`config.mk`:
```
export PLATFORM = sky130hd
export DESIGN_NAME = matrix_multiply_4x4
export DESIGN_NICKNAME = d
export VERILOG_FILES = /design/src/hw/rtl/mm4_pkg.sv /design/src/hw/rtl/mm4_ctrl.sv /design/src/hw/rtl/mm4_dp.sv /design/src/hw/rtl/matrix_multiply_4x4.sv
export VERILOG_INCLUDE_DIRS = /design/src /design/src/hw/rtl
export SDC_FILE = /design/constraint.sdc
export NUM_CORES = 2
export LEC_CHECK = 0
export BUFFER_PORTS_ARGS = -buffer_cell sky130_fd_sc_hd__buf_2
export CORE_AREA = 2 2 378 529
export CTS_CLUSTER_DIAMETER = 200
export CTS_CLUSTER_SIZE = 28
export DETAILED_ROUTE_END_ITERATION = 8
export DIE_AREA = 0 0 380 531
export PLACE_DENSITY = 0.67
export RECOVER_POWER = 50
export SLEW_MARGIN = 30
export SYNTH_ARGS = -nofsm -noshare
export SYNTH_HDL_FRONTEND = slang
export SYNTH_SLANG_ARGS = --single-unit
```
`constraint.sdc`:
```
create_clock -name clk_i -period 11.1 [get_ports clk_i]
set_clock_uncertainty 0.1 [all_clocks]
set_input_delay 2.22 -clock clk_i [delete_from_list [all_inputs] [get_ports clk_i]]
set_output_delay 2.22 -clock clk_i [all_outputs]
set_load 0.02 [all_outputs]
```
`src/hw/rtl/assert_macros.svh`:
```
// Assertion macros shared by the RTL modules of the matrix product block.
// Depends on nothing; the assertions compile away when SYNTH is defined.
`ifndef ASSERT_MACROS_SVH
`define ASSERT_MACROS_SVH
`ifndef SYNTH
`define ASSERT_PROP(lbl, clk, rstn, prop) \
  lbl: assert property (@(posedge clk) disable iff (!rstn) (prop)) \
    else $error("property violated");
`define ASSERT_NEVER(lbl, clk, rstn, cond) \
  lbl: assert property (@(posedge clk) disable iff (!rstn) !(cond)) \
    else $error("forbidden condition seen");
`else
`define ASSERT_PROP(lbl, clk, rstn, prop)
`define ASSERT_NEVER(lbl, clk, rstn, cond)
`endif
`endif

```
`src/hw/rtl/mm4_pkg.sv`:
```
// Shared constants and command/status types of the fixed-point matrix product.
// Used by mm4_ctrl, mm4_dp and matrix_multiply_4x4; depends on nothing.
package mm4_pkg;

  localparam int unsigned DATA_W            = 32;
  localparam int unsigned IDX_OUT_W         = 2;
  localparam int unsigned DIM_DEFAULT       = 4;
  localparam int unsigned FRAC_BITS_DEFAULT = 16;

  // Commands from the controller to the datapath.
  typedef struct packed {
    logic wr_en;       // write element_i into a matrix store
    logic wr_sel_b;    // 0: left matrix, 1: right matrix
    logic rd_en;       // read one pair of operands
    logic rd_first;    // first product of a result element
    logic rd_last;     // last product of a result element
    logic final_cell;  // result element is the last of the matrix
  } cmd_t;

  // Status from the datapath to the controller.
  typedef struct packed {
    logic pipe_busy;   // products still in flight or waiting for the output
    logic out_free;    // output register empty or taken this cycle
  } status_t;

endpackage

```
`src/hw/rtl/mm4_ctrl.sv`:
```
// Controller of the matrix product: load sequencing and operand address walk.
// Depends on mm4_pkg and assert_macros.svh.
`include "assert_macros.svh"

module mm4_ctrl #(
  parameter int unsigned DIM = mm4_pkg::DIM_DEFAULT
) (
  input  logic                               clk_i,
  input  logic                               rst_ni,
  input  logic                               in_valid_i,
  output logic                               in_stall_o,
  input  mm4_pkg::status_t                   status_i,
  output mm4_pkg::cmd_t                      cmd_o,
  output logic [$clog2(DIM*DIM)-1:0]         wr_addr_o,
  output logic [$clog2(DIM*DIM)-1:0]         rd_a_addr_o,
  output logic [$clog2(DIM*DIM)-1:0]         rd_b_addr_o,
  output logic [$clog2(DIM)-1:0]             row_o,
  output logic [$clog2(DIM)-1:0]             col_o
);

  localparam int unsigned Cells = DIM * DIM;
  localparam int unsigned AddrW = $clog2(Cells);
  localparam int unsigned IdxW  = $clog2(DIM);

  typedef enum logic [1:0] {
    ST_LOAD,
    ST_ISSUE,
    ST_WAIT
  } state_e;

  state_e           state_q;
  logic [AddrW-1:0] wr_cnt_q;
  logic             wr_sel_b_q;
  logic [IdxW-1:0]  row_q;
  logic [IdxW-1:0]  col_q;
  logic [IdxW-1:0]  k_q;
  logic [AddrW-1:0] row_base_q;
  logic [AddrW-1:0] a_addr_q;
  logic [AddrW-1:0] b_addr_q;
  logic             final_cell;

  assign final_cell = (row_q == IdxW'(DIM - 1)) && (col_q == IdxW'(DIM - 1));

  assign in_stall_o        = (state_q != ST_LOAD);
  assign cmd_o.wr_en       = (state_q == ST_LOAD) && in_valid_i;
  assign cmd_o.wr_sel_b    = wr_sel_b_q;
  assign cmd_o.rd_en       = (state_q == ST_ISSUE);
  assign cmd_o.rd_first    = (k_q == '0);
  assign cmd_o.rd_last     = (k_q == IdxW'(DIM - 1));
  assign cmd_o.final_cell  = final_cell;
  assign wr_addr_o         = wr_cnt_q;
  assign rd_a_addr_o       = a_addr_q;
  assign rd_b_addr_o       = b_addr_q;
  assign row_o             = row_q;
  assign col_o             = col_q;

  always_ff @(posedge clk_i or negedge rst_ni) begin
    if (!rst_ni) begin
      state_q    <= ST_LOAD;
      wr_cnt_q   <= '0;
      wr_sel_b_q <= 1'b0;
      row_q      <= '0;
      col_q      <= '0;
      k_q        <= '0;
      row_base_q <= '0;
      a_addr_q   <= '0;
      b_addr_q   <= '0;
    end else begin
      case (state_q)
        ST_LOAD: begin
          if (in_valid_i) begin
            if (wr_cnt_q == AddrW'(Cells - 1)) begin
              wr_cnt_q <= '0;
              if (wr_sel_b_q) begin
                wr_sel_b_q <= 1'b0;
                row_q      <= '0;
                col_q      <= '0;
                k_q        <= '0;
                row_base_q <= '0;
                a_addr_q   <= '0;
                b_addr_q   <= '0;
                state_q    <= ST_ISSUE;
              end else begin
                wr_sel_b_q <= 1'b1;
              end
            end else begin
              wr_cnt_q <= wr_cnt_q + AddrW'(1);
            end
          end
        end
        ST_ISSUE: begin
          // Walk along a row of the left matrix and down a column of the right.
          a_addr_q <= a_addr_q + AddrW'(1);
          b_addr_q <= b_addr_q + AddrW'(DIM);
          if (k_q == IdxW'(DIM - 1)) begin
            k_q     <= '0;
            state_q <= ST_WAIT;
          end else begin
            k_q <= k_q + IdxW'(1);
          end
        end
        ST_WAIT: begin
          // The next element, or the next load after the last one, starts only
          // once the output register can take a new result.
          if (!status_i.pipe_busy && status_i.out_free) begin
            if (final_cell) begin
              state_q <= ST_LOAD;
            end else begin
              state_q <= ST_ISSUE;
              if (col_q == IdxW'(DIM - 1)) begin
                col_q      <= '0;
                row_q      <= row_q + IdxW'(1);
                row_base_q <= row_base_q + AddrW'(DIM);
                a_addr_q   <= row_base_q + AddrW'(DIM);
                b_addr_q   <= '0;
              end else begin
                col_q    <= col_q + IdxW'(1);
                a_addr_q <= row_base_q;
                b_addr_q <= AddrW'(col_q + IdxW'(1));
              end
            end
          end
        end
        default: begin
          state_q <= ST_LOAD;
        end
      endcase
    end
  end

  `ASSERT_PROP(a_load_cnt_idle, clk_i, rst_ni, (state_q != ST_LOAD) |-> ((wr_cnt_q == '0) && !wr_sel_b_q))
  `ASSERT_PROP(a_issue_starts_empty, clk_i, rst_ni, ((state_q == ST_ISSUE) && (k_q == '0)) |-> !status_i.pipe_busy)

endmodule

```
`src/hw/rtl/mm4_dp.sv`:
```
// Datapath of the matrix product: operand stores, multiplier, accumulator,
// saturation and output register. Depends on mm4_pkg and assert_macros.svh.
`include "assert_macros.svh"

module mm4_dp #(
  parameter int unsigned DIM       = mm4_pkg::DIM_DEFAULT,
  parameter int unsigned FRAC_BITS = mm4_pkg::FRAC_BITS_DEFAULT
) (
  input  logic                                   clk_i,
  input  logic                                   rst_ni,
  input  logic signed [mm4_pkg::DATA_W-1:0]      element_i,
  input  mm4_pkg::cmd_t                          cmd_i,
  input  logic [$clog2(DIM*DIM)-1:0]             wr_addr_i,
  input  logic [$clog2(DIM*DIM)-1:0]             rd_a_addr_i,
  input  logic [$clog2(DIM*DIM)-1:0]             rd_b_addr_i,
  input  logic [$clog2(DIM)-1:0]                 row_i,
  input  logic [$clog2(DIM)-1:0]                 col_i,
  output mm4_pkg::status_t                       status_o,
  input  logic                                   out_stall_i,
  output logic                                   out_valid_o,
  output logic signed [mm4_pkg::DATA_W-1:0]      product_element_o,
  output logic [mm4_pkg::IDX_OUT_W-1:0]          row_o,
  output logic [mm4_pkg::IDX_OUT_W-1:0]          column_o,
  output logic                                   saturated_o,
  output logic                                   last_o
);

  localparam int unsigned Cells   = DIM * DIM;
  localparam int unsigned IdxW    = $clog2(DIM);
  localparam int unsigned DataW   = mm4_pkg::DATA_W;
  localparam int unsigned IdxOutW = mm4_pkg::IDX_OUT_W;
  localparam int unsigned ProdW   = 2 * DataW;
  // A sum of DIM full products needs clog2(DIM) bits of headroom.
  localparam int unsigned AccW    = ProdW + $clog2(DIM);

  logic signed [DataW-1:0] a_mem [Cells];
  logic signed [DataW-1:0] b_mem [Cells];

  logic signed [DataW-1:0] a_rd_q;
  logic signed [DataW-1:0] b_rd_q;
  logic                    s1_v_q, s1_first_q, s1_last_q;
  logic signed [ProdW-1:0] prod_q;
  logic                    s2_v_q, s2_first_q, s2_last_q;
  logic signed [AccW-1:0]  acc_q;
  logic                    acc_done_q;
  logic [IdxW-1:0]         tag_row_q;
  logic [IdxW-1:0]         tag_col_q;
  logic                    tag_final_q;

  logic                    out_valid_q;
  logic signed [DataW-1:0] out_data_q;
  logic [IdxW-1:0]         out_row_q;
  logic [IdxW-1:0]         out_col_q;
  logic                    out_sat_q;
  logic                    out_last_q;

  logic signed [AccW-1:0]  shifted;
  logic                    pos_ovf;
  logic                    neg_ovf;
  logic signed [DataW-1:0] sat_data;

  // Operand stores and registered reads.
  always_ff @(posedge clk_i) begin
    if (cmd_i.wr_en && !cmd_i.wr_sel_b) begin
      a_mem[wr_addr_i] <= element_i;
    end
    if (cmd_i.wr_en && cmd_i.wr_sel_b) begin
      b_mem[wr_addr_i] <= element_i;
    end
    if (cmd_i.rd_en) begin
      a_rd_q <= a_mem[rd_a_addr_i];
      b_rd_q <= b_mem[rd_b_addr_i];
    end
    if (cmd_i.rd_en && cmd_i.rd_first) begin
      tag_row_q   <= row_i;
      tag_col_q   <= col_i;
      tag_final_q <= cmd_i.final_cell;
    end
    if (s1_v_q) begin
      prod_q <= a_rd_q * b_rd_q;
    end
    if (s2_v_q) begin
      acc_q <= s2_first_q ? AccW'(prod_q) : acc_q + AccW'(prod_q);
    end
    if (acc_done_q) begin
      out_data_q <= sat_data;
      out_row_q  <= tag_row_q;
      out_col_q  <= tag_col_q;
      out_sat_q  <= pos_ovf || neg_ovf;
      out_last_q <= tag_final_q;
    end
  end

  // Floor by the fraction width, then clip to the 32-bit range.
  assign shifted  = acc_q >>> FRAC_BITS;
  assign pos_ovf  = !shifted[AccW-1] && (|shifted[AccW-2:DataW-1]);
  assign neg_ovf  = shifted[AccW-1] && !(&shifted[AccW-2:DataW-1]);

  always_comb begin
    if (pos_ovf) begin
      sat_data = {1'b0, {(DataW - 1){1'b1}}};
    end else if (neg_ovf) begin
      sat_data = {1'b1, {(DataW - 1){1'b0}}};
    end else begin
      sat_data = shifted[DataW-1:0];
    end
  end

  always_ff @(posedge clk_i or negedge rst_ni) begin
    if (!rst_ni) begin
      s1_v_q      <= 1'b0;
      s1_first_q  <= 1'b0;
      s1_last_q   <= 1'b0;
      s2_v_q      <= 1'b0;
      s2_first_q  <= 1'b0;
      s2_last_q   <= 1'b0;
      acc_done_q  <= 1'b0;
      out_valid_q <= 1'b0;
    end else begin
      s1_v_q     <= cmd_i.rd_en;
      s1_first_q <= cmd_i.rd_first;
      s1_last_q  <= cmd_i.rd_last;
      s2_v_q     <= s1_v_q;
      s2_first_q <= s1_first_q;
      s2_last_q  <= s1_last_q;
      acc_done_q <= s2_v_q && s2_last_q;
      if (acc_done_q) begin
        out_valid_q <= 1'b1;
      end else if (!out_stall_i) begin
        out_valid_q <= 1'b0;
      end
    end
  end

  assign status_o.pipe_busy = s1_v_q || s2_v_q || acc_done_q;
  assign status_o.out_free  = !out_valid_q || !out_stall_i;

  assign out_valid_o       = out_valid_q;
  assign product_element_o = out_data_q;
  assign row_o             = IdxOutW'(out_row_q);
  assign column_o          = IdxOutW'(out_col_q);
  assign saturated_o       = out_sat_q;
  assign last_o            = out_last_q;

  `ASSERT_NEVER(a_no_overwrite, clk_i, rst_ni, acc_done_q && out_valid_q && out_stall_i)
  `ASSERT_PROP(a_last_is_corner, clk_i, rst_ni, (out_valid_q && out_last_q) |-> ((out_row_q == IdxW'(DIM - 1)) && (out_col_q == IdxW'(DIM - 1))))

endmodule

```
`src/hw/rtl/matrix_multiply_4x4.sv`:
```
// Top level of the streaming fixed-point matrix product A times B.
// Depends on mm4_pkg, mm4_ctrl and mm4_dp.
//
//   Channel  Direction  Handshake                  Payload
//   in       input      in_valid_i / in_stall_o    element_i
//   out      output     out_valid_o / out_stall_i  product_element_o, row_o,
//                                                  column_o, saturated_o, last_o
//
// Loading takes one element per cycle while in_valid_i is high, left matrix first.
// Each result element then takes DIM operand reads through the single read
// port of each store, then read, multiply, accumulate and output registers.
// Reset clears the load count and control state; the stores are not cleared.
// A stalled output holds the next result element, or the next load after the
// last element, from starting.
module matrix_multiply_4x4 #(
  parameter int unsigned DIM       = mm4_pkg::DIM_DEFAULT,
  parameter int unsigned FRAC_BITS = mm4_pkg::FRAC_BITS_DEFAULT
) (
  input  logic                                clk_i,
  input  logic                                rst_ni,
  input  logic                                in_valid_i,
  output logic                                in_stall_o,
  input  logic signed [mm4_pkg::DATA_W-1:0]   element_i,
  output logic                                out_valid_o,
  input  logic                                out_stall_i,
  output logic signed [mm4_pkg::DATA_W-1:0]   product_element_o,
  output logic [mm4_pkg::IDX_OUT_W-1:0]       row_o,
  output logic [mm4_pkg::IDX_OUT_W-1:0]       column_o,
  output logic                                saturated_o,
  output logic                                last_o
);

  localparam int unsigned AddrW = $clog2(DIM * DIM);
  localparam int unsigned IdxW  = $clog2(DIM);

  mm4_pkg::cmd_t    cmd;
  mm4_pkg::status_t status;
  logic [AddrW-1:0] wr_addr;
  logic [AddrW-1:0] rd_a_addr;
  logic [AddrW-1:0] rd_b_addr;
  logic [IdxW-1:0]  row_idx;
  logic [IdxW-1:0]  col_idx;

  mm4_ctrl #(
    .DIM (DIM)
  ) u_ctrl (
    .clk_i       (clk_i),
    .rst_ni      (rst_ni),
    .in_valid_i  (in_valid_i),
    .in_stall_o  (in_stall_o),
    .status_i    (status),
    .cmd_o       (cmd),
    .wr_addr_o   (wr_addr),
    .rd_a_addr_o (rd_a_addr),
    .rd_b_addr_o (rd_b_addr),
    .row_o       (row_idx),
    .col_o       (col_idx)
  );

  mm4_dp #(
    .DIM       (DIM),
    .FRAC_BITS (FRAC_BITS)
  ) u_dp (
    .clk_i             (clk_i),
    .rst_ni            (rst_ni),
    .element_i         (element_i),
    .cmd_i             (cmd),
    .wr_addr_i         (wr_addr),
    .rd_a_addr_i       (rd_a_addr),
    .rd_b_addr_i       (rd_b_addr),
    .row_i             (row_idx),
    .col_i             (col_idx),
    .status_o          (status),
    .out_stall_i       (out_stall_i),
    .out_valid_o       (out_valid_o),
    .product_element_o (product_element_o),
    .row_o             (row_o),
    .column_o          (column_o),
    .saturated_o       (saturated_o),
    .last_o            (last_o)
  );

endmodule

```
==> results.tsv <==
stage	metric	value	unit
sta	fin_ws	1.52	ns
routing	drtPass1Iterations	6	
clock_network	clockRootBuffer	clkbuf_16	
yosys	ys_async_sr_fraction	2.40	%
place	preCtsSetupSlack	1.98	ns
yosys	syn_nets	8102	
floorplan	die_area	0.202	mm2
place	portBuffers	75	
floorplan	fp.dieH	531	um
clock_network	htree_levels	2	
clock_network	ctsHoldBuffers	0	
layout	layout-drive-gt1-share	7.95	%
clock_network	cts_resized	0	
sta	drv_slew	343	
worst_setup_path	startpoint_type	flop	
hold_path	min_path_type	reg2reg	
grt	grt_max_degree	111	
sta	tns	0	ns
sta	max_freq	104	MHz
worst_setup_path	end_kind	flop	
routing	first_iter_violations	3957	
layout	area_growth	5.70	%
yosys	synthCells	6721	
floorplan	rows	193	
routing	num_vias	51495	
sta	rsz0062_at_grt	no	
yosys	syn_area	0.0882	mm2
floorplan	die_width	380	um
yosys	yosys_most_used_dff	edfxtp_1	
run	cap_violations	7	
run_status	status	finished, violations left	
grt	antenna_found_initial	11	
grt	track_usage	21.4	%
worst_setup_path	cp.required	11.51	ns
clock_network	cts_tree	built	
yosys	ys_types	78	
sta	timing.final.crit_period	9.58	ns
grt	grt_pass1_wl	331000	um
yosys	syn_avg_cell_area	13.1	um2
sta	finalCritPeriodShare	86.3	%
worst_setup_path	critPathKind	reg2reg	
yosys	seq_area_frac_synth	43.8	%
grt	grt_pass1_vias	56403	
yosys	ys_ff_latch	1292	
floorplan	start_util	44.7	%
routing	drc	0	
worst_setup_path	path_max_fanout	32	
clock_network	cts_made_buffers	52	
worst_setup_path	arrival	9.99	ns
place	place_congestion	0.930	
routing	wl_per_cell	23.0	um
floorplan	io_pins	76	
grt	overflow	0	
place	hpwl	147000	um
floorplan	coreArea	0.197	mm2
routing	drtAntennaViolNets	0	
yosys	synth_edf_count	1261	
clock_network	cts_setup_buffers	0	
routing	routed_via_density	5.54	
clock_network	clock-sinks	1292	
sta	tightest_slew	3.54	ns
sta	finalHoldViolCount	0	
sta	setup_violations	0	
yosys	yosys_warnings	0	
clock_network	clockBufferDepth	3	
routing	drt_wl_total	214000	um
layout	layout.nets	8025	
sta	maxSlewHeadroom	-136	%
run_status	violations	max-capacitance violations, max-slew violations	
clock_network	clock_latency	0.76	ns
clock_network	clkSlewWorstSetupHoldPaths	0.13	ns
## cell usage after synthesis (4+ instances only)
library cell	instances	area share (%)
nand2b_1	32	0.23
inv_1	1024	4.4
nor2b_1	15	0.11
a221oi_1	37	0.37
mux2i_1	106	1.2
nor3b_1	5	0.043
nand4_1	19	0.13
o21a_1	14	0.12
nor4_1	12	0.085
xor2_1	48	0.48
a211o_1	5	0.050
nor3_1	28	0.16
a41oi_1	4	0.040
a211oi_1	13	0.11
mux4_2	224	5.7
a21oi_1	162	0.92
dfrtp_1	31	0.88
o211ai_1	16	0.14
and3_1	21	0.15
and4_1	6	0.060
o2111ai_1	4	0.040
edfxtp_1	1261	43
o22ai_1	5	0.035
and2_1	536	3.8
o21ai_1	13	0.074
xnor2_1	74	0.74
o21ai_0	184	1.0
a22oi_1	32	0.27
mux2_2	30	0.38
a21o_1	77	0.66
fa_1	1083	25
buf_1	35	0.15
nand2_1	761	3.2
clkbuf_1	292	1.2
a31oi_1	9	0.064
nand3_1	34	0.19
ha_1	262	3.7
a21boi_0	6	0.051
nor2_1	112	0.48
o31ai_1	9	0.077
o21bai_1	15	0.13
## per-stage QoR
stage | utilization (%) | instance area (um2) | cells | hold WS (ns)
detailed placement | 46.6 | 91700 | 9220 | 0.235
global route | 47.3 | 93200 | 9299 | 0.282
floorplan | - | 88200 | 6721 | 0.231
finish | 47.3 | 93200 | 9300 | 0.259
CTS | 47.3 | 93200 | 9296 | 0.260
global placement | 46.5 | 91700 | 9214 | 0.235
## layout by cell type (no fill, tap or decap), types with 40 or more instances in the layout
cell type,instances
inv_1,1024
ha_1,262
o21ai_0,183
xnor2_1,74
mux4_2,224
nor2_1,99
a21oi_1,162
and2_1,517
clkbuf_16,52
clkbuf_1,60
edfxtp_1,1261
nand2_1,761
buf_2,40
xor2_1,48
a21o_1,77
mux2i_1,106
buf_4,106
fa_1,1083
## kinds of logic (layout without fill, tap and decap cells)
kind of cell	after synthesis	count (layout)	share of synthesized area (%)
and+or+nand+nor	1598	1598	8.85
buffers and inverters	1353	1298	5.77
adders and majority gates	1345	1345	28.3
DFF	1292	1292	43.8
AOI/OAI and AO/OA	651	651	4.72
muxes	360	360	7.31
xor gates and xnor gates	122	122	1.21
other	0	2	0
## worst paths after layout
kind	from	endpoint	slack, ns	cells after the start
worst max-delay path	u_dp.a_rd_q[0]	u_dp.prod_q[63]	1.52	23
worst min-delay path	u_dp.s1_last_q	u_dp.s2_last_q	0.26	0
worst max register to register	u_dp.a_rd_q[0]	u_dp.prod_q[63]	1.52	23
worst min register to register	u_dp.s1_last_q	u_dp.s2_last_q	0.26	0
max in group asynchronous	rst_ni	u_ctrl.rd_b_addr_o[1]	7.81	1
min in group asynchronous	rst_ni	u_ctrl.rd_b_addr_o[0]	1.85	1
## state kept, by name (all words and copies together) (netlist names), 4 cells and up
name	flops
u_ctrl.rd_b_addr_o	4
u_dp.prod_q	64
u_dp.a_rd_q	32
u_dp.acc_q	66
u_dp.product_element_o	32
u_dp.b_rd_q	32
u_dp.b_mem	512
u_ctrl.wr_addr_o	4
u_dp.a_mem	512
u_ctrl.rd_a_addr_o	4
## metal layers
layer	GRT usage [%]	part of all wire (%)	up-vias
met5	0	0.018	-
met4	7.44	3.7	6
met3	2.62	5.9	510
met2	39.6	53	1931
met1	25.6	37	26843
li1	-	-	22205
## worst max-delay path: stages (launching register included)
cell and delay (ns):
edfxtp_1 0.35, clkbuf_1 1.56, nand2b_1 0.28, fa_1 0.45, fa_1 0.49, inv_1 0.05, fa_1 0.51, fa_1 0.45
fa_1 0.53, fa_1 0.47, fa_1 0.52, fa_1 0.42, ha_1 0.49, and3_1 0.30, nand3_1 0.17, nor3_1 0.39
nand2_1 0.10, a211oi_1 0.59, o31ai_2 0.19, a21oi_1 0.31, o211a_4 0.27, o21ai_1 0.11, a21oi_1 0.19, xnor2_1 0.09
## area by class of cell
type,count,area (um2)
repair buffers,198,1320
fillers,17312,104000
well taps,2632,3290
diodes,2,5.00
flip-flops and latches,1292,38700
multi-input cells,4076,44600
clock inverters,5,105
clock buffers,71,1370
inverters,1024,3840
Power is not shown: default switching activity piles up to over one toggle a cycle in this logic, so the estimate is an artifact.
